==> src/rtl/rectangle_raster_engine_core_macros.svh <==
// Assertion macros for the rectangle raster engine.
// Every assertion is clocked on i_clk and disabled while i_rst_n is low.
// Defining SYNTH turns the assertions into empty text.
`ifndef RECTANGLE_RASTER_ENGINE_CORE_MACROS_SVH
`define RECTANGLE_RASTER_ENGINE_CORE_MACROS_SVH

`ifndef SYNTH

// Plain property check.
`define RRE_ASSERT(lbl, prop, msg) \
    lbl: assert property (@(posedge i_clk) disable iff (!i_rst_n) (prop)) else $error(msg);

// Same-cycle implication.
`define RRE_ASSERT_IMPL(lbl, ante, cons, msg) \
    lbl: assert property (@(posedge i_clk) disable iff (!i_rst_n) (ante) |-> (cons)) \
        else $error(msg);

// Next-cycle implication.
`define RRE_ASSERT_NEXT(lbl, ante, cons, msg) \
    lbl: assert property (@(posedge i_clk) disable iff (!i_rst_n) (ante) |=> (cons)) \
        else $error(msg);

`else

`define RRE_ASSERT(lbl, prop, msg)
`define RRE_ASSERT_IMPL(lbl, ante, cons, msg)
`define RRE_ASSERT_NEXT(lbl, ante, cons, msg)

`endif

`endif

==> src/rtl/rre_pkg.sv <==
// Shared types and constants of the rectangle raster engine.
// Used by the register block, the sequencer and the top level.
package rre_pkg;

    localparam int FX_W      = 24;  // input fixed-point width
    localparam int FRAC_W    = 8;   // fraction bits
    localparam int SUM_W     = 26;  // corner plus size minus one, exact
    localparam int EDGE_W    = 18;  // truncated edge coordinate, signed
    localparam int CFG_DIM_W = 10;
    localparam int CHAR_W    = 8;
    localparam int APB_AW    = 4;
    localparam int APB_DW    = 32;

    localparam logic signed [SUM_W-1:0] FX_ONE   = SUM_W'(256);
    localparam logic signed [SUM_W-1:0] FX_ROUND = SUM_W'(255);

    localparam logic [CFG_DIM_W-1:0] RST_FRAME_W = CFG_DIM_W'(512);
    localparam logic [CFG_DIM_W-1:0] RST_FRAME_H = CFG_DIM_W'(512);
    localparam logic [CHAR_W-1:0]    RST_BG_CHAR = CHAR_W'(32);

    // Register indexes (byte address / 4)
    localparam logic [1:0] REG_FRAME_W = 2'd0;
    localparam logic [1:0] REG_FRAME_H = 2'd1;
    localparam logic [1:0] REG_BG_CHAR = 2'd2;

    typedef enum logic [1:0] {
        OP_CLEAR = 2'd0,
        OP_DRAW  = 2'd1,
        OP_READ  = 2'd2,
        OP_NOP   = 2'd3
    } t_op;

    typedef enum logic [2:0] {
        ST_IDLE,
        ST_SUM,
        ST_EDGE,
        ST_CLIP,
        ST_WALK,
        ST_READ,
        ST_RESP
    } t_state;

    typedef struct packed {
        t_op                     op;
        logic signed [FX_W-1:0]  pos_x;
        logic signed [FX_W-1:0]  pos_y;
        logic signed [FX_W-1:0]  size_w;
        logic signed [FX_W-1:0]  size_h;
        logic                    filled;
        logic [CHAR_W-1:0]       pixel_char;
    } t_cmd;

    typedef struct packed {
        logic [CHAR_W-1:0] cell_value;
        logic              status;
    } t_result;

    typedef struct packed {
        logic [CFG_DIM_W-1:0] frame_width;
        logic [CFG_DIM_W-1:0] frame_height;
        logic [CHAR_W-1:0]    background_char;
    } t_cfg;

    // Fixed point to integer, truncated toward zero.
    function automatic logic signed [EDGE_W-1:0] trunc_fx(input logic signed [SUM_W-1:0] v);
        logic signed [SUM_W-1:0] adj;
        adj = v[SUM_W-1] ? v + FX_ROUND : v;
        return EDGE_W'(adj >>> FRAC_W);
    endfunction

endpackage

==> src/rtl/rre_cfg.sv <==
// APB register block: frame width, frame height, background character.
// Depends on rre_pkg.
module rre_cfg (
    input  logic                       i_clk,
    input  logic                       i_rst_n,
    input  logic                       psel,
    input  logic                       penable,
    input  logic                       pwrite,
    input  logic [rre_pkg::APB_AW-1:0] paddr,
    input  logic [rre_pkg::APB_DW-1:0] pwdata,
    output logic [rre_pkg::APB_DW-1:0] prdata,
    output logic                       pready,
    output rre_pkg::t_cfg              o_cfg
);
    import rre_pkg::*;

    logic [CFG_DIM_W-1:0] r_fw, n_fw;
    logic [CFG_DIM_W-1:0] r_fh, n_fh;
    logic [CHAR_W-1:0]    r_bg, n_bg;
    logic                 wr_en;
    logic [1:0]           reg_idx;

    assign pready  = 1'b1;
    assign wr_en   = psel && penable && pwrite;
    assign reg_idx = paddr[3:2];

    always_comb begin
        n_fw = r_fw;
        n_fh = r_fh;
        n_bg = r_bg;
        if (wr_en) begin
            unique case (reg_idx)
                REG_FRAME_W: n_fw = pwdata[CFG_DIM_W-1:0];
                REG_FRAME_H: n_fh = pwdata[CFG_DIM_W-1:0];
                REG_BG_CHAR: n_bg = pwdata[CHAR_W-1:0];
                default:     ;  // drop writes beyond the register list
            endcase
        end
    end

    always_ff @(posedge i_clk) begin
        if (!i_rst_n) begin
            r_fw <= RST_FRAME_W;
            r_fh <= RST_FRAME_H;
            r_bg <= RST_BG_CHAR;
        end else begin
            r_fw <= n_fw;
            r_fh <= n_fh;
            r_bg <= n_bg;
        end
    end

    always_comb begin
        unique case (reg_idx)
            REG_FRAME_W: prdata = APB_DW'(r_fw);
            REG_FRAME_H: prdata = APB_DW'(r_fh);
            REG_BG_CHAR: prdata = APB_DW'(r_bg);
            default:     prdata = '0;
        endcase
    end

    assign o_cfg = '{frame_width: r_fw, frame_height: r_fh, background_char: r_bg};

endmodule

==> config.mk <==
export PLATFORM = sky130hd
export DESIGN_NAME = rre_cfg
export DESIGN_NICKNAME = d
export VERILOG_FILES = /design/src/rtl/rectangle_raster_engine_core_macros.svh /design/src/rtl/rre_pkg.sv /design/src/rtl/rre_cfg.sv
export SDC_FILE = /design/constraint.sdc
export NUM_CORES = 1
export LEC_CHECK = 0
export ABC_AREA = 1
export BUFFER_PORTS_ARGS = -buffer_cell sky130_fd_sc_hd__buf_2
export CAP_MARGIN = 20
export CELL_PAD_IN_SITES_DETAIL_PLACEMENT = 0
export CELL_PAD_IN_SITES_GLOBAL_PLACEMENT = 2
export CORE_UTILIZATION = 20
export CTS_CLUSTER_SIZE = 10
export DETAILED_ROUTE_END_ITERATION = 16
export MAX_ROUTING_LAYER = met4
export PLACE_DENSITY_LB_ADDON = 0.1
export SKIP_CTS_REPAIR_TIMING = 1
export SYNTH_ARGS = -nofsm -noshare
export SYNTH_HDL_FRONTEND = slang
export SYNTH_SLANG_ARGS = --single-unit
==> constraint.sdc <==
create_clock -name i_clk -period 0.94 [get_ports i_clk]
set_input_delay 0.094 -clock i_clk [delete_from_list [all_inputs] [get_ports i_clk]]
set_output_delay 0.094 -clock i_clk [all_outputs]
set_load 0.01 [all_outputs]
# After elaboration in Yosys (flattened, before gate mapping)
# Index checks and enable logic that the tools add are counted.
totals:
  regBits: 28
  input_bits: 41
  out_inout_bits: 61
  wordCells: 12
op_classes:
  eq_ne: 2
  mux: 1
  n_reduce_logical: 6
ops:
  columns: ["op", "n"]
  rows:
  - ["one-hot mux 10 bit (3 select lines)", 1]
  - ["AND reduction 2 bit", 3]
  - ["== test 2 x 1 -> 1 bit, second input constant", 1]
  - ["== test 2 bit, second input constant", 1]
  - ["logical AND 1 bit", 2]
  - ["logical NOT 2 bit", 1]

# Logic depth before layout (Yosys ltp)
# Gate-level depths: netlist of the first run.
logic_depth:
  word_depth: 3
  ltp_mapped: 6
  depth_no_buf: 5

# Least setup slack after synthesis of the first run
# Ideal clock, no wire load.
synth_timing:
  path_type: "input -> output"
  from: "input port paddr[3] (netlist bit)"
  to: "output port prdata[0] (netlist bit)"
  arrival_time_ps: 688
  slack_ps: 158
  cell_stages: 4
  path_buffers: 1
  path_cell_list: "nor2_2 buf_6 nand2_1 nand3_1"
synth_between:
  elab_chain_cells: 2
  elab_cells_between_ends: 4
synth_lines:
  columns: ["element", "line_no", "source"]
  rows:
  - ["start: declaration", "rre_cfg.sv:9", "input logic [rre_pkg::APB_AW-1:0] paddr,"]
  - ["== test 2 bit, or another cell as far along", "rre_cfg.sv:54", "unique case (reg_idx)"]
  - ["one-hot mux 10 bit (3 select lines) (*)", "rre_cfg.sv:54", null]
  - ["end: declaration", "rre_cfg.sv:11", "output logic [rre_pkg::APB_DW-1:0] prdata,"]
# Every way passes the cells marked *; elsewhere a longest branch is shown, timed or not.

# Worst setup path after layout of the first run
layout_timing:
  from: "register r_fw[8]"
  to: "output port prdata[8] (netlist bit)"
layout_between:
  elab_chain_cells: 1
layout_lines:
  columns: ["element", "line_no", "source"]
  rows:
  - ["start: declaration", "rre_cfg.sv:17", "logic [CFG_DIM_W-1:0] r_fw, n_fw;"]
  - ["start signal: assignment", "rre_cfg.sv:47", "r_fw <= n_fw;"]
  - ["one-hot mux 10 bit (3 select lines)", "rre_cfg.sv:54", null]
# No other way between the ends.

==> summary by stage, run 1 <==
Status
The run finished, with violations left. The checks that failed: negative setup slack.

STA
For the finished layout, the period the worst path requires is roughly 1100 ps. The post-layout worst setup margin is -120.9 ps. The post-route setup TNS is -599.7 ps.

The portion of the clock cycle consumed by the worst path in the final layout is 1.129. The final max-slew violation count is 0. The number of failing hold endpoints at the final stage came to 0. The number of endpoints failing setup at the final stage is 16. Setup repair after global routing could not meet its margin everywhere.

The clock tree skew after final layout is 0 ps. Timing would allow up to ~940 MHz.

Placed design
The placed wire-length estimate after detailed placement is between 3000 and 4000 microns. The number of cells in the design after placement is a little under 400. During placement, the flow inserted port buffers numbering 54.

Routability-driven placement finished with a final weighted congestion of just over 0.7. Once placement finished, the instance area stood at around 2000 sq um.

Route
The detailed router placed 1,536 vias in this run. For this block, the routed nets add up to 4483 microns of wire. The number of detailed-route iterations in the first pass is 4. The DRC violations left is 0.

Dividing the detail-routed wire length by the instance count gives about 11 microns. Once detail routing completed, the nets flagged for antenna violations numbered 0. The number of violations reported at the end of detailed-routing iteration 0 is 19.

Dividing the detail-routed via count by the number of cells gives 3.811.

Global route
The overall global routing resource usage is 0.1144. The number of global-route vias before repair is 1,356. The initial antenna violation count is 0.

Entering global routing, the biggest net connects 26 pins. The wire length of the first global-routing pass is a little over 7000 microns. The total overflow reported by the global router is 0.

Synth
The synthesized design spends more area on one cell type than any other, namely dfxtp_1. Of the post-synthesis cell area, the dominant cell type holds 0.3630. Each instance of the synthesized netlist takes up on average a little under 7 sq um. The synthesis warning total is 0.

The synthesized flop and latch total is 28. Synthesis instantiated 16 different standard cells from the library. The most common cell in the synthesized netlist is nand2_1. Of all flip-flops after synthesis, the portion carrying an async set or reset was 0. The synthesized design contains 0 enable-type register cells. The share of the Yosys chip area taken by registers is 0.3630. Among all flip-flop cells after synthesis, the most frequent one is dfxtp_1.

The mapped netlist covers 1544 sq um. The cell count after synthesis is approximately 230. The commonest cells after synthesis are 56 x nand2_1, 50 x nor2_1, 35 x nand3_1, 28 x dfxtp_1, 25 x buf_4. In the post-synthesis netlist, the biggest area contributors are dfxtp_1 36%, nand2_1 14%, buf_4 12%.

Layout
The final non-filler cell total is just over 400. The filler cells instantiated in the layout total 856. Once layout is done, the placed cells without fillers occupy 2303 sq um.

The number of antenna diodes in the final layout is 0. The net total in the final layout is approximately 350. In the final layout, the share of cells above drive strength 1 is 0.4539. The relative area change from synthesis to final layout is 49.19%. Once layout is complete, the utilization of the core stands at 0.3126.

Clock network
The clock root buffer is clkbuf_8. The clock-pin slew reported for the worst setup and hold paths after clock tree synthesis is about 100 ps. The buffer levels on the longest clock path is 2. TritonCTS built the clock tree. The number of buffers inserted during clock tree synthesis is 3.

The later pin in the worst-skew pair is clocked with a latency of 280 ps. CTS built an H-tree with a depth of 1. The number of sinks driven by the clock tree is 28.

Die
The floorplan step defined a core boundary enclosing between 7000 and 8000 sq um. The number of top-level pins is 102. The number of cell rows is 31. The effective utilization at floorplan is 0.2095. The floorplan step set the die height to between 80 and 90 microns.

The horizontal die dimension is 89.86 microns. The die footprint is about 8000 sq um.

Power and ir drop
In this run the static leakage power is approximately 0.0011 uW. Power comes to between 2000 and 2500 uW. The peak ir drop on the vdd network is 537.8 uV. The ratio of total power to cell area is 1072 nW/um^2.

Job
Max-cap violations in this run came to 0.

Hold path
The min-delay analysis places its worst path in the category input port to flip-flop.

Worst setup path
The classification of the worst setup path is flip-flop to output port. The arrival time at the worst endpoint is between 900 and 1000 ps. The maximum fanout along the worst path is 3. The element type at the critical path start is a flip-flop. The required time of the critical path is between 800 and 900 ps. STA classifies the critical path endpoint as an output port.
-- state kept, by name (all words and copies together) (netlist names) --
name and flops:
r_bg 8, r_fh 10, r_fw 10
-- stage by stage --
stage | setup slack (ps) | hold slack, ps
floorplan | 158.3 | 220.3
global placement | -72.50 | 334.5
detailed placement | -71.33 | 338.5
CTS | -170.4 | 39.38
global route | -168.8 | 40.79
finish | -120.9 | 48.39
-- cell type report --
class,count,area [sq um],share of cell area
Sequential cell,28,595.6,0.2586
Multi-Input combinational cell,178,835.8,0.3628
Tap cell,99,123.9,0.05378
Clock buffer,4,55.05,0.02390
Timing Repair Buffer,82,648.1,0.2814
Inverter,12,45.04,0.01955
-- cells in the final DEF (no fill, tap or decap), drive strengths merged --
cell and n:
conb 23, nand3 37, nor2 57, inv 12
o21ai 3, dfxtp 28, buf 81, nand2 56
clkbuf 5, a22o 2
-- path summary, 6_finish.rpt --
| check | slack (ps) | end | depth (start not counted) | start |
|---|---|---|---|---|
| worst max-delay path | -120 | prdata[8] | 2 | r_fw[8] |
| worst min-delay path | 50 | r_fh[9] | 3 | pwdata[9] |
| worst max register to register | 240 | r_bg[2] | 3 | r_bg[2] |
| worst min register to register | 500 | r_bg[0] | 2 | r_bg[0] |
-- where the power goes --
group	leakage, uW	switching [uW]	internal, uW
combinational	0.000880	268	191
sequential	0.000238	21.9	1220
clock	0.0000288	398	375
-- worst max-delay path, cell delays in order (launching register included) --
cell and delay, ps:
dfxtp_2 340, a22o_4 240, buf_6 110
-- routing by layer --
layer / GRT usage / vias up / part of all wire
met5: - / - / 0
met4: 0.03629 / 0 / 0
met3: 0.01607 / 0 / 0.041
met2: 0.1756 / 45 / 0.46
met1: 0.1551 / 679 / 0.50
li1: - / 812 / -
-- cell families (layout without fill, tap and decap cells) --
family,after synthesis,count (layout),synth area share
AOI/OAI and AO/OA,5,5,0.02269
buffers and inverters,43,98,0.1807
DFF,28,28,0.3630
other,2,23,0.004864
and+or+nand+nor,150,150,0.4287
No activity file was read; power rests on OpenSTA's default activity.
==> run 2, diff against run 1 <==
ABC_AREA = not set   (was 1)
CORE_UTILIZATION = 21   (was 20)
==> summary by stage, run 2 <==
STA
The post-layout worst setup margin is -137.6 ps (-16.72 ps). The portion of the clock cycle consumed by the worst path in the final layout is 1.146 (+0.01779). The number of failing hold endpoints at the final stage is 0 (unchanged).

The final max-slew violation count is 0 (unchanged). The maximum clock frequency is 928.0 MHz (-1.6%). The post-route setup TNS is -1131 ps (-531.7 ps). Setup repair after global routing could not meet its margin everywhere.

The number of endpoints failing setup at the final stage is 14 (-2). The final critical-path required period is 1078 ps (+16.72 ps). The clock tree skew after final layout is 0 ps (unchanged). The worst hold-check slack is 85.05 ps (+36.66 ps).

Synth
The synthesized area came to 1451 sq um (-6.0%). The number of flops mapped to enable cells by yosys is 0 (unchanged). The post-synthesis async set-or-reset flop share was 0 (unchanged). Counting instances in the post-synthesis netlist gives the leading cell types as 42 x nand2_1, 37 x mux2i_1, 28 x dfxtp_1, 26 x buf_4, 8 x o21ai_0.

The largest total area in the synthesized netlist belongs to dfxtp_1. By instance count, the leading cell after synthesis is nand2_1. The fraction of the yosys area taken by sequential cells came to 0.3862 (+0.02316). The synthesized flop and latch total is 28 (unchanged). The cell count after synthesis is 163 (-29%). The distinct cell type count of the synthesized netlist came to 18 (+2). The flip-flop cell with the highest count after synthesis is dfxtp_1. The synthesized area per cell is 8.904 sq um (+31%). The portion of synthesized cell area occupied by the leading cell type is 0.3862 (+0.02316).

The synthesis warning total is 0 (unchanged). Sorting the synthesized cells by area gives the leading types as dfxtp_1 39%, mux2i_1 26%, buf_4 13%.

Route
The overall routed net length is 4098 microns (-8.6%). The number of nets with antenna violations after routing is 0 (unchanged). The total via count after detailed routing was 1,270 (-17%). The number of violations reported at the end of detailed-routing iteration 0 is 51 (+32). The final routed wire length divided by cell count came to 13.01 microns (+17%). The number of detailed-route iterations in the first pass is 4 (unchanged). The DRC violations left is 0 (unchanged). The detailed-route vias per instance is 4.032 (+5.8%).

Clock network
The buffer levels on the longest clock path came to 2 (unchanged). The clock-pin slew reported for the worst setup and hold paths after clock tree synthesis came to 100 ps (about the same). The clock latency on the worst-skew pair came to 270 ps (about the same). The clock tree from TritonCTS is built. The H-tree depth reported by CTS is 1 (unchanged). The clock root buffer is clkbuf_8.

The number of sinks driven by the clock tree is 28 (unchanged). The number of buffers inserted during clock tree synthesis is 3 (unchanged).

Placed design
The final weighted congestion in routability-driven placement is 0.7157 (+0.62%). The placed wire-length estimate after detailed placement came to 3016 microns (-9.0%). The number of port buffers is 54 (unchanged).

The number of cells in the design after placement is 295 (-24%). The pre-CTS setup slack is -128.3 ps (-56.95 ps).

Hold path
The hold path startpoint is pwdata[8]. In this run the worst hold path is classified as input port to flip-flop. The cell count of the worst hold path is 3 (unchanged).

Layout
The combined area of the multi-input logic cells was 737.0 sq um (-12%). The net total in the final layout is 280 (-19%). The final non-filler cell total is 315 (-22%). The sequential cell area in the final layout is 590.6 sq um (-0.84%). The number of fillers in the final layout is 713 (-17%).

In the final layout, the registers with the most flip-flops are r_fh (10), r_fw (10), r_bg (8). In the layout the commonest cells are 47 x buf_2, 42 x nand2_1, 37 x mux2i_1, 24 x dfxtp_2, 23 x conb_1. From synthesis to final layout, the design area changed by 42.59%. Leaving out fill and tap cells, the most frequent cell in the layout is buf_2. The fraction of layout instances using a drive strength above 1 was 0.4790 (+0.02504). The number of diodes was 0 (unchanged). The final standard cell utilization of the core came to 0.3186 (+0.006064).

Worst setup path
The arrival time at the worst endpoint is 980 ps (about the same). The element type at the critical path end is an output port. The required time of the critical path is 850 ps (about the same). In this run the critical register-to-register path is launched from r_fw[9]. The worst setup slack for register-to-register paths is 220 ps (-20 ps). The number of buffer and inverter instances along the worst setup path is 1 (unchanged).

The worst setup path is of the flip-flop to output port kind. The maximum fanout along the worst path was 3 (unchanged). The cell depth of the worst flop-to-flop path was 3 (unchanged). The worst stage delay on the critical path came to 350 ps (about the same). Broken down by cell family, the worst path's largest delay share belongs to flip-flops. The critical path depth in cells is 3 (+1). The most critical setup path has its startpoint at r_fh[2].

The element type at the critical path start is a flip-flop. The slowest stage of the critical path is the dfxtp_2 cell. The critical path goes through mux2i_1 > o21ai_1 > buf_2.

Global route
The pin count of the biggest net entering global routing is 39 (+50%). The total overflow reported by the global router is 0 (unchanged). The number of global-route vias before repair came to 1,152 (-15%). The wire length of the first global-routing pass is 6203 microns (-12%). The initial antenna violation count came to 0 (unchanged). The overall global routing resource usage is 0.1126 (-0.001775).

Die
The height of the die came to 85.14 microns (-5.3%). The core box area is 6495 sq um (-12%). The horizontal die dimension is 85.14 microns (-5.3%). The number of top-level pins is 102 (unchanged). The die footprint is 7248 sq um (-10%). The number of cell rows was 29 (-6.5%). The effective utilization at floorplan was 0.2235 (+0.01396).

Status
The run finished, with violations left. The checks that failed: negative setup slack.

Power and ir drop
The leakage power figure came to 0.001050 uW (-8.4%). The ratio of total power to cell area came to 1201 nW/um^2 (+12%). The peak ir drop on the vdd network is 548.3 uV (+2.0%).

Job
The max capacitance violation total is 0 (unchanged).
run 2: changes by cell type after synthesis, sizes merged, moves of 4 or more:
cell    delta
clkbuf     +4
inv       -11
mux2i     +37
nand2     -14
nand3     -36
nor2      -55
nor2b      +4
o21ai      +5
run 2: cell type report:
| cell class | count | area share |
|---|---|---|
| flip-flops and latches | 28 | 0.2854 |
| repair buffers | 83 | 0.2757 |
| well taps | 77 | 0.04655 |
| inverters | 1 | 0.001814 |
| clock inverters | 1 | 0.01451 |
| multi-input cells | 122 | 0.3561 |
| clock buffers | 3 | 0.01995 |
run 2: kinds of logic (layout without fill, tap and decap cells):
family / count (synthesis) / in the layout / synth area share
other cells: 2 / 23 / 0.005174
mux: 37 / 37 / 0.2552
flops: 28 / 28 / 0.3862
simple gates: 53 / 53 / 0.1586
compound gates: 9 / 9 / 0.03276
buf+inv: 34 / 88 / 0.1621
run 2: report_power, final:
group / leakage (uW) / total [uW] / internal [uW] / switching (uW)
logic: 0.000779 / 309 / 128 / 181
registers: 0.000235 / 1220 / 1200 / 12.1
clock network: 0.0000357 / 960 / 570 / 390
run 2: path summary, 6_finish.rpt:
check	to
min	r_fw[8]
min reg2reg	r_fw[0]
max	prdata[2]
max reg2reg	r_fw[9]
run 2: worst register-to-register path, delay by kind of cell (launching register included):
kind          cells  cell delay [ps]
mux               1               70
simple gates      1              100
buf+inv           1              110
flops             1              340
run 2: layer usage:
| layer | GRT usage | wire length, microns | vias up |
|---|---|---|---|
| li1 | - | - | 632 |
| met1 | 0.1545 | 2011 | 591 |
| met2 | 0.1694 | 1810 | 45 |
| met3 | 0.03113 | 260 | 2 |
| met4 | 0.01387 | 15 | 0 |
| met5 | - | 0 | - |
run 2: metrics by stage:
step	cell area [sq um]	power (uW)
floorplan	1530	1474
global placement	1775	1525
detailed placement	1775	1527
CTS	1847	2484
global route	2069	2610
finish	2069	2484
==> run 3, diff against run 2 <==
--- a/config.mk
+++ b/config.mk
@@ -12,3 +12,2 @@
 export CORE_UTILIZATION = 21
-export CTS_CLUSTER_SIZE = 10
 export DETAILED_ROUTE_END_ITERATION = 16
==> constraint.sdc (replaced) <==
create_clock -name i_clk -period 0.94 [get_ports i_clk]
set_input_delay 0.188 -clock i_clk [delete_from_list [all_inputs] [get_ports i_clk]]
set_output_delay 0.188 -clock i_clk [all_outputs]
set_load 0.01 [all_outputs]
==> summary by stage, run 3 (synthesized netlist as in run 2, its figures left out) <==
Status
The flow ran to the end, but the final reports show violations. The checks that failed: negative setup slack.

Route
The detailed-route vias per instance is 4.028 (about the same). The overall routed net length is 4381 microns (+6.9%). The number of detailed-route iterations in the first pass came to 4 (unchanged). The total via count after detailed routing was 1,293 (+1.8%). The number of violations reported at the end of detailed-routing iteration 0 is 70 (+37%).

The number of nets with antenna violations after routing was 0 (unchanged). The DRC violations left is 0 (unchanged). The final routed wire length divided by cell count is 13.65 microns (+4.9%).

Worst setup path
STA classifies the critical path endpoint as an output port. The arrival time at the worst endpoint was 1040 ps (+60 ps). The element type at the critical path start is a flip-flop. The maximum fanout along the worst path is 2 (-1).

The worst setup slack for register-to-register paths is 160 ps (-60 ps). The classification of the worst setup path is flip-flop to output port. The required time of the critical path came to 750 ps (-100 ps).

Clock network
The clock tree from TritonCTS is built. The number of sinks driven by the clock tree was 28 (unchanged). The root buffer cell chosen for the clock tree is clkbuf_8.

The number of buffers inserted during clock tree synthesis is 3 (unchanged). The H-tree depth reported by CTS came to 1 (unchanged). The clock latency on the worst-skew pair came to 280 ps (about the same).

The buffer levels on the longest clock path is 2 (unchanged). The clock-pin slew reported for the worst setup and hold paths after clock tree synthesis is 100 ps (about the same).

Layout
Relative to the synthesized area, the layout overhead comes to 58.02%. In the layout the commonest cells are 42 x nand2_1, 39 x buf_6, 37 x mux2i_1, 28 x dfxtp_2, 26 x buf_2. The library cell used most frequently in the layout, excluding fill and tap cells, is nand2_1. The sequential cell area in the final layout is 595.6 sq um (+0.85%). The number of fillers in the final layout came to 680 (-4.6%). In the final layout, the registers with the most flip-flops are r_fh (10), r_fw (10), r_bg (8). The combined area of the multi-input logic cells is 739.5 sq um (+0.34%). The number of diodes is 0 (unchanged). The net total in the final layout is 286 (+2.1%). The fraction of layout instances using a drive strength above 1 came to 0.5082 (+0.02921).

Die
The height of the die is 85.14 microns (unchanged). The number of top-level pins is 102 (unchanged). The die footprint is 7248 sq um (unchanged).

The core box area was 6495 sq um (unchanged). The horizontal die dimension is 85.14 microns (unchanged). The effective utilization at floorplan is 0.2235 (unchanged). The number of cell rows is 29 (unchanged).

STA
The portion of the clock cycle consumed by the worst path in the final layout is 1.306 (+0.1592). The clock tree skew after final layout is 0 ps (unchanged). The final max-slew violation count was 0 (unchanged). Setup repair after global routing could not meet its margin everywhere. The number of endpoints failing setup at the final stage came to 25 (+11). The post-layout worst setup margin is -287.2 ps (-149.6 ps). The worst hold-check slack came to 163.5 ps (+78.43 ps). The final critical-path required period was 1227 ps (+149.6 ps). The number of failing hold endpoints at the final stage is 0 (unchanged). The post-route setup TNS came to -3275 ps (-2143 ps). The maximum clock frequency is 814.8 MHz (-12%).

Global route
The total overflow reported by the global router is 0 (unchanged). The number of global-route vias before repair was 1,236 (+7.3%). The overall global routing resource usage is 0.1231 (+0.01050).

The wire length of the first global-routing pass is 6548 microns (+5.6%). The pin count of the biggest net entering global routing is 22 (-44%). The initial antenna violation count is 0 (unchanged).

Power and ir drop
The leakage power figure is 0.001111 uW (+5.8%). The ratio of total power to cell area is 1110 nW/um^2 (-7.5%). The peak ir drop on the vdd network is 572.4 uV (+4.4%).

Placed design
The placed wire-length estimate after detailed placement is 3385 microns (+12%). The number of port buffers is 54 (unchanged). The final weighted congestion in routability-driven placement was 0.6987 (-2.4%).

Hold path
The worst hold-check path type is input port to flip-flop.

Job
The max capacitance violation total is 0 (unchanged).
==> run 3: area by class of cell <==
class,instances,area share
clock buffer,3,0.01800
inverter,1,0.001637
clock inverter,1,0.01309
sequential,28,0.2597
tap,77,0.04201
timing repair buffer,89,0.3432
multi-input combinational,122,0.3224
==> run 3: final timing paths <==
check,to,cells past startpoint,startpoint
worst max-delay path,prdata[3],3,r_fh[3]
worst min-delay path,r_fh[8],3,pwdata[8]
worst max register to register,r_fw[1],4,r_fw[1]
worst min register to register,r_fh[1],2,r_fh[1]
==> run 3: routing by layer <==
metal	part of all wire	global-route usage	wire length (microns)	vias to the layer above
met1	0.46	0.1633	2035	600
li1	-	-	-	647
met4	0.0043	0.02773	19	0
met3	0.057	0.02626	250	2
met5	0	-	0	-
met2	0.47	0.1921	2076	44
==> run 3: stage by stage <==
step / cells / setup WS (ps) / utilization / total power [uW] / instance area [sq um]
after detailed placement: 312 / -295.3 / 0.2976 / 1566 / 1933
final: 321 / -287.2 / 0.3531 / 2546 / 2293
after CTS: 316 / -314.7 / 0.3086 / 2565 / 2004
after global routing: 321 / -350.6 / 0.3531 / 2693 / 2293
after global placement: 312 / -248.0 / 0.2976 / 1565 / 1933
after floorplan: 184 / -4.060 / - / 1478 / 1539
==> run 3: power by group <==
group / switching, uW / total, uW / leakage [uW] / internal (uW)
logic: 190 / 353 / 0.000838 / 163
registers: 13.7 / 1220 / 0.000237 / 1200
clock network: 405 / 976 / 0.0000357 / 571
==> run 3: critical path, stage by stage (launching register included) <==
cell	delay [ps]
dfxtp_2	350
mux2i_1	60
o21ai_1	190
buf_2	170
