$ cat config.mk
export PLATFORM = sky130hd
export DESIGN_NAME = rre_seq
export DESIGN_NICKNAME = d
export VERILOG_FILES = /design/src/rtl/rre_pkg.sv /design/src/rtl/rre_seq.sv
export VERILOG_INCLUDE_DIRS = /design/src /design/src/rtl
export SDC_FILE = /design/constraint.sdc
export NUM_CORES = 1
export LEC_CHECK = 0
export BUFFER_PORTS_ARGS = -buffer_cell sky130_fd_sc_hd__buf_2
export CAP_MARGIN = 30
export CORE_MARGIN = 2
export CORE_UTILIZATION = 30
export CTS_CLUSTER_SIZE = 24
export DETAILED_ROUTE_END_ITERATION = 8
export PLACE_DENSITY = 0.53
export SLEW_MARGIN = 20
export SYNTH_ARGS = -nofsm -noshare
export SYNTH_HDL_FRONTEND = slang
export SYNTH_SLANG_ARGS = --single-unit
$ cat constraint.sdc
create_clock -name i_clk -period 12.04 [get_ports i_clk]
set_input_delay 1.806 -clock i_clk [delete_from_list [all_inputs] [get_ports i_clk]]
set_output_delay 1.806 -clock i_clk [all_outputs]
set_load 0.02 [all_outputs]
$ cat src/rtl/rectangle_raster_engine_core_macros.svh
// Assertion macros for the rectangle raster engine.
// Every assertion is clocked on i_clk and disabled while i_rst_n is low.
// Defining SYNTH turns the assertions into empty text.
`ifndef RECTANGLE_RASTER_ENGINE_CORE_MACROS_SVH
`define RECTANGLE_RASTER_ENGINE_CORE_MACROS_SVH

`ifndef SYNTH

// Plain property check.
`define RRE_ASSERT(lbl, prop, msg) \
    lbl: assert property (@(posedge i_clk) disable iff (!i_rst_n) (prop)) else $error(msg);

// Same-cycle implication.
`define RRE_ASSERT_IMPL(lbl, ante, cons, msg) \
    lbl: assert property (@(posedge i_clk) disable iff (!i_rst_n) (ante) |-> (cons)) \
        else $error(msg);

// Next-cycle implication.
`define RRE_ASSERT_NEXT(lbl, ante, cons, msg) \
    lbl: assert property (@(posedge i_clk) disable iff (!i_rst_n) (ante) |=> (cons)) \
        else $error(msg);

`else

`define RRE_ASSERT(lbl, prop, msg)
`define RRE_ASSERT_IMPL(lbl, ante, cons, msg)
`define RRE_ASSERT_NEXT(lbl, ante, cons, msg)

`endif

`endif

$ cat src/rtl/rre_pkg.sv
// Shared types and constants of the rectangle raster engine.
// Used by the register block, the sequencer and the top level.
package rre_pkg;

    localparam int FX_W      = 24;  // input fixed-point width
    localparam int FRAC_W    = 8;   // fraction bits
    localparam int SUM_W     = 26;  // corner plus size minus one, exact
    localparam int EDGE_W    = 18;  // truncated edge coordinate, signed
    localparam int CFG_DIM_W = 10;
    localparam int CHAR_W    = 8;
    localparam int APB_AW    = 4;
    localparam int APB_DW    = 32;

    localparam logic signed [SUM_W-1:0] FX_ONE   = SUM_W'(256);
    localparam logic signed [SUM_W-1:0] FX_ROUND = SUM_W'(255);

    localparam logic [CFG_DIM_W-1:0] RST_FRAME_W = CFG_DIM_W'(512);
    localparam logic [CFG_DIM_W-1:0] RST_FRAME_H = CFG_DIM_W'(512);
    localparam logic [CHAR_W-1:0]    RST_BG_CHAR = CHAR_W'(32);

    // Register indexes (byte address / 4)
    localparam logic [1:0] REG_FRAME_W = 2'd0;
    localparam logic [1:0] REG_FRAME_H = 2'd1;
    localparam logic [1:0] REG_BG_CHAR = 2'd2;

    typedef enum logic [1:0] {
        OP_CLEAR = 2'd0,
        OP_DRAW  = 2'd1,
        OP_READ  = 2'd2,
        OP_NOP   = 2'd3
    } t_op;

    typedef enum logic [2:0] {
        ST_IDLE,
        ST_SUM,
        ST_EDGE,
        ST_CLIP,
        ST_WALK,
        ST_READ,
        ST_RESP
    } t_state;

    typedef struct packed {
        t_op                     op;
        logic signed [FX_W-1:0]  pos_x;
        logic signed [FX_W-1:0]  pos_y;
        logic signed [FX_W-1:0]  size_w;
        logic signed [FX_W-1:0]  size_h;
        logic                    filled;
        logic [CHAR_W-1:0]       pixel_char;
    } t_cmd;

    typedef struct packed {
        logic [CHAR_W-1:0] cell_value;
        logic              status;
    } t_result;

    typedef struct packed {
        logic [CFG_DIM_W-1:0] frame_width;
        logic [CFG_DIM_W-1:0] frame_height;
        logic [CHAR_W-1:0]    background_char;
    } t_cfg;

    // Fixed point to integer, truncated toward zero.
    function automatic logic signed [EDGE_W-1:0] trunc_fx(input logic signed [SUM_W-1:0] v);
        logic signed [SUM_W-1:0] adj;
        adj = v[SUM_W-1] ? v + FX_ROUND : v;
        return EDGE_W'(adj >>> FRAC_W);
    endfunction

endpackage

$ cat src/rtl/rre_seq.sv
// Command sequencer: edge arithmetic, clipping, and the cell walk that
// drives the frame RAM. Depends on rre_pkg and the assertion macros.
`include "rectangle_raster_engine_core_macros.svh"

module rre_seq #(
    parameter int MAX_WIDTH  = 512,
    parameter int MAX_HEIGHT = 512,
    parameter int ADDR_W     = 18
) (
    input  logic                       i_clk,
    input  logic                       i_rst_n,
    input  logic                       i_start,
    output logic                       o_busy,
    input  rre_pkg::t_cmd              i_cmd,
    input  rre_pkg::t_cfg              i_cfg,
    output logic                       o_done,
    output rre_pkg::t_result           o_result,
    output logic                       o_mem_en,
    output logic                       o_mem_we,
    output logic [ADDR_W-1:0]          o_mem_addr,
    output logic [rre_pkg::CHAR_W-1:0] o_mem_wdata,
    input  logic [rre_pkg::CHAR_W-1:0] i_mem_rdata
);
    import rre_pkg::*;

    localparam int XW = $clog2(MAX_WIDTH + 1);
    localparam int YW = $clog2(MAX_HEIGHT + 1);

    t_state r_state, n_state;
    logic   r_done, n_done;

    t_cmd    r_cmd, n_cmd;
    t_result r_res, n_res;

    logic signed [SUM_W-1:0]  r_sx, n_sx, r_sxb, n_sxb, r_sy, n_sy, r_syb, n_syb;
    logic signed [EDGE_W-1:0] r_x0, n_x0, r_x1, n_x1, r_xb, n_xb;
    logic signed [EDGE_W-1:0] r_y0, n_y0, r_y1, n_y1, r_yb, n_yb;
    logic [XW-1:0]            r_x, n_x, r_xs, n_xs, r_xlast, n_xlast;
    logic [YW-1:0]            r_y, n_y, r_ylast, n_ylast;
    logic [ADDR_W-1:0]        r_row, n_row;
    logic                     r_fill, n_fill;
    logic [CHAR_W-1:0]        r_char, n_char;

    logic [XW-1:0]            act_w;
    logic [YW-1:0]            act_h;
    logic signed [EDGE_W-1:0] aw_e, ah_e;
    logic signed [EDGE_W-1:0] xs_c, xe_c, ys_c, ye_c;
    logic signed [EDGE_W-1:0] xs_sel, xe_sel, ys_sel, ye_sel;
    logic signed [EDGE_W-1:0] xl_sel, yl_sel;
    logic signed [EDGE_W-1:0] x_e, y_e;
    logic                     empty, oob, border;

    // Effective frame size: saturate the registers to the storage size
    assign act_w = (int'(i_cfg.frame_width) > MAX_WIDTH) ? XW'(MAX_WIDTH)
                                                          : XW'(i_cfg.frame_width);
    assign act_h = (int'(i_cfg.frame_height) > MAX_HEIGHT) ? YW'(MAX_HEIGHT)
                                                            : YW'(i_cfg.frame_height);
    assign aw_e  = signed'(EDGE_W'(act_w));
    assign ah_e  = signed'(EDGE_W'(act_h));

    // Clip the rectangle to the frame
    assign xs_c = (r_x0 < 0) ? '0 : r_x0;
    assign ys_c = (r_y0 < 0) ? '0 : r_y0;
    assign xe_c = (r_x1 > aw_e) ? aw_e : r_x1;
    assign ye_c = (r_y1 > ah_e) ? ah_e : r_y1;

    always_comb begin
        if (r_cmd.op == OP_CLEAR) begin
            xs_sel = '0;
            ys_sel = '0;
            xe_sel = aw_e;
            ye_sel = ah_e;
        end else if (r_cmd.op == OP_READ) begin
            xs_sel = r_x0;
            ys_sel = r_y0;
            xe_sel = aw_e;
            ye_sel = ah_e;
        end else begin
            xs_sel = xs_c;
            ys_sel = ys_c;
            xe_sel = xe_c;
            ye_sel = ye_c;
        end
    end

    assign xl_sel = xe_sel - EDGE_W'(1);
    assign yl_sel = ye_sel - EDGE_W'(1);
    assign empty  = (xe_sel <= xs_sel) || (ye_sel <= ys_sel);
    assign oob    = (r_x0 < 0) || (r_y0 < 0) || (r_x0 >= aw_e) || (r_y0 >= ah_e);

    // Border test against the unclipped edges
    assign x_e    = signed'(EDGE_W'(r_x));
    assign y_e    = signed'(EDGE_W'(r_y));
    assign border = (x_e == r_x0) || (x_e == r_xb) || (y_e == r_y0) || (y_e == r_yb);

    always_comb begin
        n_state = r_state;
        n_done  = 1'b0;
        n_cmd   = r_cmd;
        n_res   = r_res;
        n_sx    = r_sx;
        n_sxb   = r_sxb;
        n_sy    = r_sy;
        n_syb   = r_syb;
        n_x0    = r_x0;
        n_x1    = r_x1;
        n_xb    = r_xb;
        n_y0    = r_y0;
        n_y1    = r_y1;
        n_yb    = r_yb;
        n_x     = r_x;
        n_xs    = r_xs;
        n_xlast = r_xlast;
        n_y     = r_y;
        n_ylast = r_ylast;
        n_row   = r_row;
        n_fill  = r_fill;
        n_char  = r_char;

        o_mem_en    = 1'b0;
        o_mem_we    = 1'b0;
        o_mem_addr  = r_row + ADDR_W'(r_x);
        o_mem_wdata = r_char;

        unique case (r_state)
            ST_IDLE: begin
                if (i_start) begin
                    n_cmd   = i_cmd;
                    n_res   = '0;
                    n_state = ST_SUM;
                end
            end
            ST_SUM: begin
                n_sx    = SUM_W'(r_cmd.pos_x) + SUM_W'(r_cmd.size_w);
                n_sxb   = SUM_W'(r_cmd.pos_x) + SUM_W'(r_cmd.size_w) - FX_ONE;
                n_sy    = SUM_W'(r_cmd.pos_y) + SUM_W'(r_cmd.size_h);
                n_syb   = SUM_W'(r_cmd.pos_y) + SUM_W'(r_cmd.size_h) - FX_ONE;
                n_state = ST_EDGE;
            end
            ST_EDGE: begin
                n_x0    = trunc_fx(SUM_W'(r_cmd.pos_x));
                n_y0    = trunc_fx(SUM_W'(r_cmd.pos_y));
                n_x1    = trunc_fx(r_sx);
                n_xb    = trunc_fx(r_sxb);
                n_y1    = trunc_fx(r_sy);
                n_yb    = trunc_fx(r_syb);
                n_state = ST_CLIP;
            end
            ST_CLIP: begin
                n_x     = xs_sel[XW-1:0];
                n_xs    = xs_sel[XW-1:0];
                n_xlast = xl_sel[XW-1:0];
                n_y     = ys_sel[YW-1:0];
                n_ylast = yl_sel[YW-1:0];
                n_row   = ADDR_W'(ys_sel[YW-1:0]) * ADDR_W'(MAX_WIDTH);
                unique case (r_cmd.op)
                    OP_CLEAR, OP_DRAW: begin
                        n_fill = (r_cmd.op == OP_CLEAR) || r_cmd.filled;
                        n_char = (r_cmd.op == OP_CLEAR) ? i_cfg.background_char
                                                        : r_cmd.pixel_char;
                        if (empty) begin
                            n_done  = 1'b1;
                            n_state = ST_IDLE;
                        end else begin
                            n_state = ST_WALK;
                        end
                    end
                    OP_READ: begin
                        if (oob) begin
                            n_res.status = 1'b1;
                            n_done       = 1'b1;
                            n_state      = ST_IDLE;
                        end else begin
                            n_state = ST_READ;
                        end
                    end
                    default: begin
                        n_done  = 1'b1;
                        n_state = ST_IDLE;
                    end
                endcase
            end
            ST_WALK: begin
                o_mem_en = 1'b1;
                o_mem_we = r_fill || border;
                if (r_x == r_xlast) begin
                    n_x = r_xs;
                    if (r_y == r_ylast) begin
                        n_done  = 1'b1;
                        n_state = ST_IDLE;
                    end else begin
                        n_y   = r_y + YW'(1);
                        n_row = r_row + ADDR_W'(MAX_WIDTH);
                    end
                end else begin
                    n_x = r_x + XW'(1);
                end
            end
            ST_READ: begin
                o_mem_en = 1'b1;
                n_state  = ST_RESP;
            end
            ST_RESP: begin
                n_res.cell_value = i_mem_rdata;
                n_done           = 1'b1;
                n_state          = ST_IDLE;
            end
            default: begin
                n_state = ST_IDLE;
            end
        endcase
    end

    always_ff @(posedge i_clk) begin
        if (!i_rst_n) begin
            r_state <= ST_IDLE;
            r_done  <= 1'b0;
        end else begin
            r_state <= n_state;
            r_done  <= n_done;
        end
    end

    always_ff @(posedge i_clk) begin
        r_cmd   <= n_cmd;
        r_res   <= n_res;
        r_sx    <= n_sx;
        r_sxb   <= n_sxb;
        r_sy    <= n_sy;
        r_syb   <= n_syb;
        r_x0    <= n_x0;
        r_x1    <= n_x1;
        r_xb    <= n_xb;
        r_y0    <= n_y0;
        r_y1    <= n_y1;
        r_yb    <= n_yb;
        r_x     <= n_x;
        r_xs    <= n_xs;
        r_xlast <= n_xlast;
        r_y     <= n_y;
        r_ylast <= n_ylast;
        r_row   <= n_row;
        r_fill  <= n_fill;
        r_char  <= n_char;
    end

    assign o_busy   = (r_state != ST_IDLE);
    assign o_done   = r_done;
    assign o_result = r_res;

    `RRE_ASSERT_NEXT(a_done_one_cycle, r_done, !r_done, "result strobe held past one cycle")
    `RRE_ASSERT_IMPL(a_done_when_idle, r_done, r_state == ST_IDLE, "result strobe while busy")
    `RRE_ASSERT_NEXT(a_accept_starts, i_start && r_state == ST_IDLE, r_state == ST_SUM,
                     "accepted command did not start")
    `RRE_ASSERT_IMPL(a_write_in_walk, o_mem_we, r_state == ST_WALK,
                     "frame write outside the cell walk")
    `RRE_ASSERT_IMPL(a_walk_bounds, r_state == ST_WALK, (r_x <= r_xlast) && (r_y <= r_ylast),
                     "cell walk left its clipped range")

endmodule

=== Yosys cells after proc, flatten, opt, wreduce, memory -nomap -nowiden ===
Index checks and enable logic that the tools add are counted.

* Bits of input ports: 146
* Logic and storage cells: 153
* Flip-flop bits (word level): 405

* $lt $le $gt $ge: 10
* Add/subtract/negate cells: 16
* Equal/unequal tests: 20
* Reductions and logical operators: 23
* Multiplexer cells: 49

{| class="wikitable"
|+ Operators with widths
! cell !! number
|-
| $mux W18 || 14
|-
| $mux W25 || 4
|-
| $add A25 B9 Y26 const B || 2
|-
| $add A26 B9 Y26 const B || 2
|-
| $sub A25 B10 Y26 const B || 2
|-
| $add A24 B24 Y25 || 2
|-
| $add A24 B9 Y25 const B || 2
|-
| $mux W10 || 5
|-
| $mux W23 || 2
|-
| $pmux W10 S2 || 2
|-
| $eq A11 B18 Y1 || 2
|-
| $gt A18 B11 Y1 || 2
|-
| $le A18 B18 Y1 || 2
|-
| $pmux W18 S2 || 1
|-
| $eq A11 B17 Y1 || 2
|-
| $ge A17 B11 Y1 || 2
|-
| $lt A17 B1 Y1 const B || 2
|-
| $add A10 B1 Y10 const B || 2
|-
| $eq A10 B10 Y1 || 2
|-
| $gt A10 B10 Y1 const B || 2
|-
| $sub A10 B2 Y10 const B || 2
|-
| $add A18 B10 Y18 || 1
|-
| $add A18 B10 Y18 const B || 1
|-
| $pmux W3 S6 || 1
|-
| other kinds (23) || 57
|}

=== Longest topological paths before layout ===
Gate-level depths: netlist (run 1).

* Depth after elaboration: 11
* Gate-level depth with buffers: 24

=== Worst setup path before layout (run 1) ===
OpenSTA, ideal clock, no wires.

* Path kind: register to register
* From: register r_state[0]
* To: register r_x0[0] (enable)
* Period minus slack after synthesis: 8991 ps
* Cell stages (with the launch flop): 3
* Path buffers: 1
* Data required time: 11315 ps
* Setup time: 725 ps
* Path slack: 3049 ps
* Data arrival time: 8266 ps
* Cell sequence: dfxtp_1 clkbuf_1 nor3b_1

* Cells in the longest elaborated chain, start to end: 1

{| class="wikitable"
|+ Ends and longest elaborated chain
! item !! line !! RTL
|-
| start: declaration || rre_seq.sv:29 || <nowiki>t_state r_state, n_state;</nowiki>
|-
| start signal: assignment || rre_seq.sv:219 || <nowiki>r_state <= n_state;</nowiki>
|-
| $eq A3 B2 Y1 || rre_seq.sv:125 || <nowiki>unique case (r_state)</nowiki>
|-
| end signal: assignment || rre_seq.sv:231 || <nowiki>r_x0 <= n_x0;</nowiki>
|-
| end: declaration || rre_seq.sv:36 || <nowiki>logic signed [EDGE_W-1:0] r_x0, n_x0, r_x1, n_x1, r_xb, n_xb;</nowiki>
|}

Every way passes these cells.
A chain may end at the register's enable or synchronous reset.

=== Final worst setup path (run 1) ===
* From: input i_cfg[23] (netlist name)
* To: register r_state[2]

* Cells in the longest elaborated chain, start to end: 11
* Elaborated cells between the ends (all ways): 15
* Classes of those cells: 4 x order compare; 8 x mux; 3 x reduce/logical

{| class="wikitable"
|+ Ends and longest elaborated chain
! item !! line !! RTL
|-
| start: declaration || rre_seq.sv:15 || <nowiki>input rre_pkg::t_cfg i_cfg,</nowiki>
|-
| $gt A10 B10 Y1 || rre_seq.sv:54 || <nowiki>assign act_w = (int'(i_cfg.frame_width) > MAX_WIDTH) ? XW'(MAX_WIDTH)</nowiki>
|-
| $mux W10 * || rre_seq.sv:54 ||
|-
| $gt A18 B11 Y1 || rre_seq.sv:64 || <nowiki>assign xe_c = (r_x1 > aw_e) ? aw_e : r_x1;</nowiki>
|-
| $mux W18 || rre_seq.sv:64 ||
|-
| $mux W18 || rre_seq.sv:73 || <nowiki>end else if (r_cmd.op == OP_READ) begin</nowiki>
|-
| $mux W18 || rre_seq.sv:68 || <nowiki>if (r_cmd.op == OP_CLEAR) begin</nowiki>
|-
| $le A18 B18 Y1 || rre_seq.sv:88 || <nowiki>assign empty = (xe_sel <= xs_sel) || (ye_sel <= ys_sel);</nowiki>
|-
| $logic_or A1 B1 Y1 || rre_seq.sv:88 ||
|-
| $mux W3 || rre_seq.sv:161 || <nowiki>if (empty) begin</nowiki>
|-
| $pmux W3 S2 * || rre_seq.sv:156 || <nowiki>unique case (r_cmd.op)</nowiki>
|-
| $pmux W3 S6 * || rre_seq.sv:125 ||
|}

Mark *: on every way between the ends. The rest lies on a longest branch, timed or not.

==> run_results.csv, run 1 <==
group,metric,value,unit
outcome,status,"completed",
clock_tree,cts_buffers,45,
synth,syn_area,0.02154,mm2
synth,seq_area_frac_synth,0.5279,
timing,period_minus_slack,6.351,ns
synth,ys_warn_count,0,
cells_and_area,n_fill_cell,7013,
synth,ys.flop_type,"edfxtp_1",
power_and_ir_drop,power.density,146.4,mW/mm2
critical_path,slowest_stage,"o31ai_4",
synth,synthesis.nets,2183,
synth,async_reset_ff_frac,0,
timing,drv_slew,0,
route,first_pass_iters,5,
critical_path,worstPathRequired,12.51,ns
timing,rsz0062_at_grt,"false",
clock_tree,cts_hold_buf,0,
route,num_vias,15150,
timing,worst_slack,5.689,ns
clock_tree,cts_setup_buffers,0,
place,routabilityCongestion,0.8607,
route,drc,0,
floorplanning,ios,185,
global_routing,grt_overflow,0,
clock_tree,cts_sinks,380,
worst_hold_path,hp-start,"r_cmd[8]",
worst_hold_path,hold_end,"r_fill",
critical_path,cp.depth,22,
worst_hold_path,whs_path_depth,1,
worst_hold_path,hp-class,"flop to flop",
timing,fmax,0.1574,GHz
clock_tree,clkTransAtPathRegs,0.06,ns
cells_and_area,antenna_cells,0,
place,portBuffers,184,
critical_path,regToRegEndpoint,"r_state[2]",
clock_tree,cts_resized,0,
timing,finalHoldViolCount,0,
timing,setup_violations,0,
timing,period_share,0.5275,
power_and_ir_drop,power_leakage,9.336,nW
route,routed_wl,56240,um
power_and_ir_drop,ir_worst_vdd,0.1145,mV
critical_path,rr_startpoint,"r_y1[3]",
critical_path,r2r_cells,16,
global_routing,track_usage,0.1488,
place,pre_cts_ws,5.094,ns
floorplanning,start_util,0.3023,
global_routing,antenna_found_initial,3,
critical_path,reg2reg_slack,7.28,ns
critical_path,crit_buf_inv,2,
synth,synth_edf_count,376,
route,dr.first_iter.drc_count,913,
global_routing,grt_start_max_net_pins,62,
flow_run,cap_violations,0,
clock_tree,cts_tree,"built",
critical_path,slowest_delay,0.59,ns
synth,netlist_instances,1902,
timing,setup_tns,0,ns
cells_and_area,drive_gt1_frac,0.1499,
critical_path,startpoint_type,"input port",
critical_path,cp_data_arrival_time,6.82,ns
synth,synth_cell_types,84,
cells_and_area,multiInputGateArea,0.009537,mm2
critical_path,endpoint_kind,"flop",
global_routing,grt_pass1_vias,14780,
clock_tree,clockRootBuffer,"clkbuf_16",
route,viasPerCell,4.932,
floorplanning,die_h,272.0,um
cells_and_area,register_area,0.01137,mm2
timing,maxSlewHeadroom,0.4457,
timing,fin_worst_skew,0.03290,ns
place,dpl.cell_count,2988,
floorplanning,die_width,272.0,um
clock_tree,cts_max_path_buffers,3,
global_routing,grt_first_pass_wirelength,85450,um
floorplanning,core_area,0.07124,mm2
cells_and_area,syn_to_final_growth,16.07,%
place,detailed_place_hpwl,43930,um
synth,synth.avg_cell_area,11.32,um2
cells_and_area,stdcell_count,3071,
synth,synth_seq_cells,380,
timing,tightest_slew,0.8284,ns
route,wire_per_inst,18.31,um
critical_path,crit_family,"compound AO/OA/AOI/OAI gates",
critical_path,worstPathCellList,"buf_2 -> nor4_1 -> nand2_1 -> o41ai_1 -> nand2_1 -> ha_1 -> nand4_1 -> nor2_1 -> a211oi_1 -> o211a_1 -> o31ai_4 -> buf_8 -> mux2_2 -> ha_1 -> nand4_1 -> nor2_1 -> a21oi_1 -> o211ai_1 -> a2111oi_0 -> a211o_1 -> a21oi_1 -> o21a_1",
critical_path,critical_path_class,"input port to flop",
clock_tree,cts_max_level,2,
route,antenna_left,0,
critical_path,path_max_fanout,16,
cells_and_area,final_nets,2367,
clock_tree,clk_latency,0.60,ns
floorplanning,dieArea,0.07396,mm2
floorplanning,std_cell_rows,98,
## power by group
| part | internal (mW) | switching, mW |
|---|---|---|
| sequential | 1.60 | 0.0812 |
| clock | 0.799 | 0.557 |
| combinational | 0.239 | 0.381 |
## per-layer routing
metal	share of wire	GRT usage
met1	0.47	0.2050
met2	0.45	0.2358
met3	0.045	0.02133
met4	0.034	0.05842
met5	0.00055	0
## registers in the layout, indices dropped and copies added (netlist names)
name,cells
o_done,1
o_mem_wdata,8
o_result,9
r_cmd,107
r_fill,1
r_row,9
r_state,3
r_sx,25
r_sxb,18
r_sy,25
r_syb,18
r_x,10
r_x0,17
r_x1,18
r_xb,18
r_xlast,10
r_xs,10
r_y,10
r_y0,17
r_y1,18
r_yb,18
r_ylast,10
## cells in the final DEF, fill, tap and decap left out, drive strengths merged, types with 19 or more instances in the layout
master / instances
buf: 197
nand4: 47
o21ai: 70
nand2: 179
clkinv: 19
clkbuf: 52
nor2b: 23
nor4: 40
nor3: 29
nor2: 100
edfxtp: 376
nand3: 86
a21o: 36
ha: 133
a21oi: 103
xor2: 96
inv: 100
and3: 24
xnor2: 163
and2: 33
## how the worst max path moves through the flow
stage	to	slack, ns	from
2_1_floorplan	r_x0[0]	3.05	r_state[0]
3_3_place_gp	r_state[2]	4.75	i_cfg[23]
3_5_place_dp	r_state[2]	5.09	i_cfg[23]
4_1_cts	r_state[2]	5.71	i_cfg[23]
5_1_grt	r_state[2]	5.15	i_cfg[13]
6_report	r_state[2]	5.69	i_cfg[23]
## Yosys cell counts, types with 10 or more instances
cell type / n / area (um2)
nor2b_1: 23 / 143.9
nand2b_1: 17 / 106.4
nor3_1: 27 / 135.1
ha_1: 133 / 1664
nor2_1: 99 / 371.6
mux2i_1: 13 / 130.1
xnor2_1: 162 / 1419
a211oi_1: 13 / 97.59
nand4_1: 47 / 294.0
clkbuf_1: 41 / 153.9
o21ai_0: 70 / 350.3
buf_4: 12 / 90.09
a31oi_1: 13 / 81.33
inv_1: 98 / 367.9
nand2_1: 179 / 671.9
and2_1: 32 / 200.2
o211ai_1: 10 / 75.07
mux2_2: 13 / 146.4
nand3_1: 86 / 430.4
a21o_1: 35 / 262.8
a21oi_1: 101 / 505.5
nor4_1: 36 / 225.2
xor2_1: 96 / 840.8
edfxtp_1: 376 / 11290
and3_1: 22 / 137.6
## per-stage QoR
step           power, mW  cell area, um2  utilization  hold slack, ns
3_3_place_gp       2.322           23450       0.3291          0.5012
6_report           3.660           25000       0.3509          0.5161
5_1_grt            3.829           25000       0.3509          0.5379
2_1_floorplan      2.131           21540            -          0.4818
4_1_cts            3.703           24990       0.3508          0.5153
3_5_place_dp       2.332           23510       0.3299          0.5069
## cell families (layout without fill, tap and decap cells)
family / after synthesis / in the layout / synth area share
xor+xnor: 259 / 259 / 0.1057
buf+inv: 159 / 378 / 0.03096
flops: 380 / 380 / 0.5279
simple gates: 625 / 625 / 0.1488
fa+ha+maj: 135 / 135 / 0.07912
compound gates: 318 / 318 / 0.09469
mux: 26 / 26 / 0.01284
## final cells by class
class                      instances  area share
sequential                       380      0.4548
multi-input combinational       1363      0.3814
tap                              950     0.04754
clock buffer                      51     0.04594
timing repair buffer             198     0.04204
inverter                          98     0.01471
clock inverter                    31     0.01351
Note: power is estimated with default switching activity, not from simulation.
==> run 2: changes to the inputs <==
PLACE_DENSITY = 0.54   (was 0.53)
clock period = 5.5 ns   (was 12.04 ns; I/O delays follow)
==> run_results.csv, run 2 (synthesis gave the netlist of run 1 again) <==
group,metric,value,unit
flow_run,cap_violations,0,
critical_path,cp_data_arrival_time,5.36,ns
floorplanning,start_util,0.3023,
critical_path,worstPathRequired,5.96,ns
route,drc,0,
critical_path,slowest_stage,"a221oi_1",
cells_and_area,final_nets,2377,
power_and_ir_drop,power.internal,5.842,mW
clock_tree,cts_sinks,380,
timing,fin_worst_skew,0.01858,ns
route,wire_per_inst,17.96,um
route,first_pass_iters,7,
cells_and_area,layout_common_cells,"edfxtp_1 (376), buf_2 (185), nand2_1 (179), xnor2_1 (162), ha_1 (133)",
critical_path,startpoint_type,"input port",
floorplanning,die_h,272.0,um
route,viasPerCell,4.861,
timing,drv_slew,0,
global_routing,grt_overflow,0,
power_and_ir_drop,power.density,320.0,mW/mm2
cells_and_area,post-route-cell-area,0.02507,mm2
timing,setup_tns,0,ns
timing,period_share,0.8909,
power_and_ir_drop,p_switching,2.181,mW
power_and_ir_drop,swShare,0.2718,
floorplanning,std_cell_rows,98,
critical_path,path_max_fanout,9,
clock_tree,cts_buffers,44,
global_routing,grt_first_pass_wirelength,84960,um
power_and_ir_drop,power_frac_clock,0.373,
critical_path,endpoint_kind,"flop",
route,routed_wl,55310,um
timing,rsz0062_at_grt,"false",
clock_tree,clockRootBuffer,"clkbuf_16",
cells_and_area,drive_gt1_frac,0.1545,
timing,setup_violations,0,
cells_and_area,largest_reg_flops,107,
clock_tree,cts_max_path_buffers,3,
floorplanning,die_width,272.0,um
place,portBuffers,184,
place,postPlaceCellArea,0.02359,mm2
place,dpl.cell_count,3000,
outcome,status,"completed",
route,antenna_left,0,
cells_and_area,stdcell_count,3079,
clock_tree,cts_setup_buffers,0,
power_and_ir_drop,power_leakage,9.399,nW
critical_path,worstPathCellList,"buf_2 -> nor4_1 -> nand2_1 -> o41ai_1 -> and2_1 -> inv_1 -> ha_1 -> nand4_1 -> nor3_1 -> a31oi_1 -> a21boi_2 -> buf_4 -> nor2_1 -> a21oi_1 -> inv_1 -> ha_1 -> nand4_1 -> nor2_1 -> a211oi_1 -> o221ai_1 -> a221oi_1 -> a211o_1 -> a21oi_1 -> o21a_1",
cells_and_area,post-route-util,0.3519,
cells_and_area,syn_to_final_growth,16.38,%
timing,finalHoldViolCount,0,
global_routing,grt_pass1_vias,15100,
cells_and_area,final_common_cell,"edfxtp_1",
cells_and_area,top_register,"r_cmd",
route,num_vias,14970,
clock_tree,clkTransAtPathRegs,0.06,ns
critical_path,critical_path_class,"input port to flop",
floorplanning,dieArea,0.07396,mm2
clock_tree,clk_latency,0.58,ns
route,dr.first_iter.drc_count,1030,
worst_hold_path,hp-class,"input port to flop",
timing,period_minus_slack,4.900,ns
timing,fmax,0.2041,GHz
critical_path,slowest_delay,0.48,ns
timing,tightest_slew,0.8407,ns
power_and_ir_drop,finalPower,8.023,mW
place,routabilityCongestion,0.9079,
global_routing,grt_start_max_net_pins,56,
global_routing,track_usage,0.1469,
cells_and_area,antenna_cells,0,
floorplanning,core_area,0.07124,mm2
place,detailed_place_hpwl,43590,um
timing,maxSlewHeadroom,0.4375,
clock_tree,cts_tree,"built",
clock_tree,cts_resized,0,
power_and_ir_drop,p_comb_frac,0.167,
cells_and_area,top_regs,"r_cmd (107), r_sx (25), r_sy (25)",
power_and_ir_drop,ir_worst_vdd,0.2156,mV
floorplanning,ios,185,
global_routing,antenna_found_initial,1,
clock_tree,cts_max_level,2,
power_and_ir_drop,seq_power_share,0.459,
clock_tree,cts_hold_buf,0,
==> run 2: routing by layer <==
metal | wire (um) | GRT usage | vias up
met2 | 24880 | 0.2345 | 416
li1 | - | - | 7385
met1 | 25740 | 0.1998 | 7061
met3 | 2706 | 0.02116 | 106
met4 | 1982 | 0.06087 | 0
met5 | 0 | 0 | -
==> run 2: critical path, delay by kind of cell <==
family | cells | cell delay [ns]
AND/OR/NAND/NOR | 8 | 1.18
buffers and inverters | 4 | 0.48
AO/OA/AOI/OAI | 10 | 2.26
adder cells (fa/ha/maj) | 2 | 0.62
==> run 2: per-stage QoR <==
step,hold WS (ns),setup slack (ns)
after CTS,0.3686,0.6181
final,0.4147,0.6003
after global placement,0.4944,0.09633
after global routing,0.3801,0.1221
after floorplan,0.4818,0.02846
after detailed placement,0.5003,0.01026
==> run 2: power groups by stage <==
stage	clock [mW]	combinational (mW)	sequential, mW
floorplan	0	0.966	3.69
global placement	0	1.32	3.74
detailed placement	0	1.34	3.75
CTS	3.10	1.35	3.69
global route	3.20	1.51	3.71
finish	3.00	1.34	3.69
==> run 2: path summary, 6_finish.rpt <==
path / slack [ns] / to / from / depth (start not counted)
max: 0.60 / r_state[2] / i_cfg[13] / 24
max reg2reg: 1.22 / r_state[2] / r_y1[3] / 19
min reg2reg: 0.53 / r_fill / r_cmd[8] / 1
min: 0.41 / r_cmd[97] / i_cmd[97] / 1
==> run 2: final cells by class <==
cell class / count / area [um2]
repair buffers: 209 / 1122
multi-input cells: 1363 / 9543
well taps: 950 / 1189
inverters: 98 / 367.9
clock inverters: 30 / 355.3
flip-flops and latches: 380 / 11370
fillers: 7103 / 46170
clock buffers: 49 / 1120
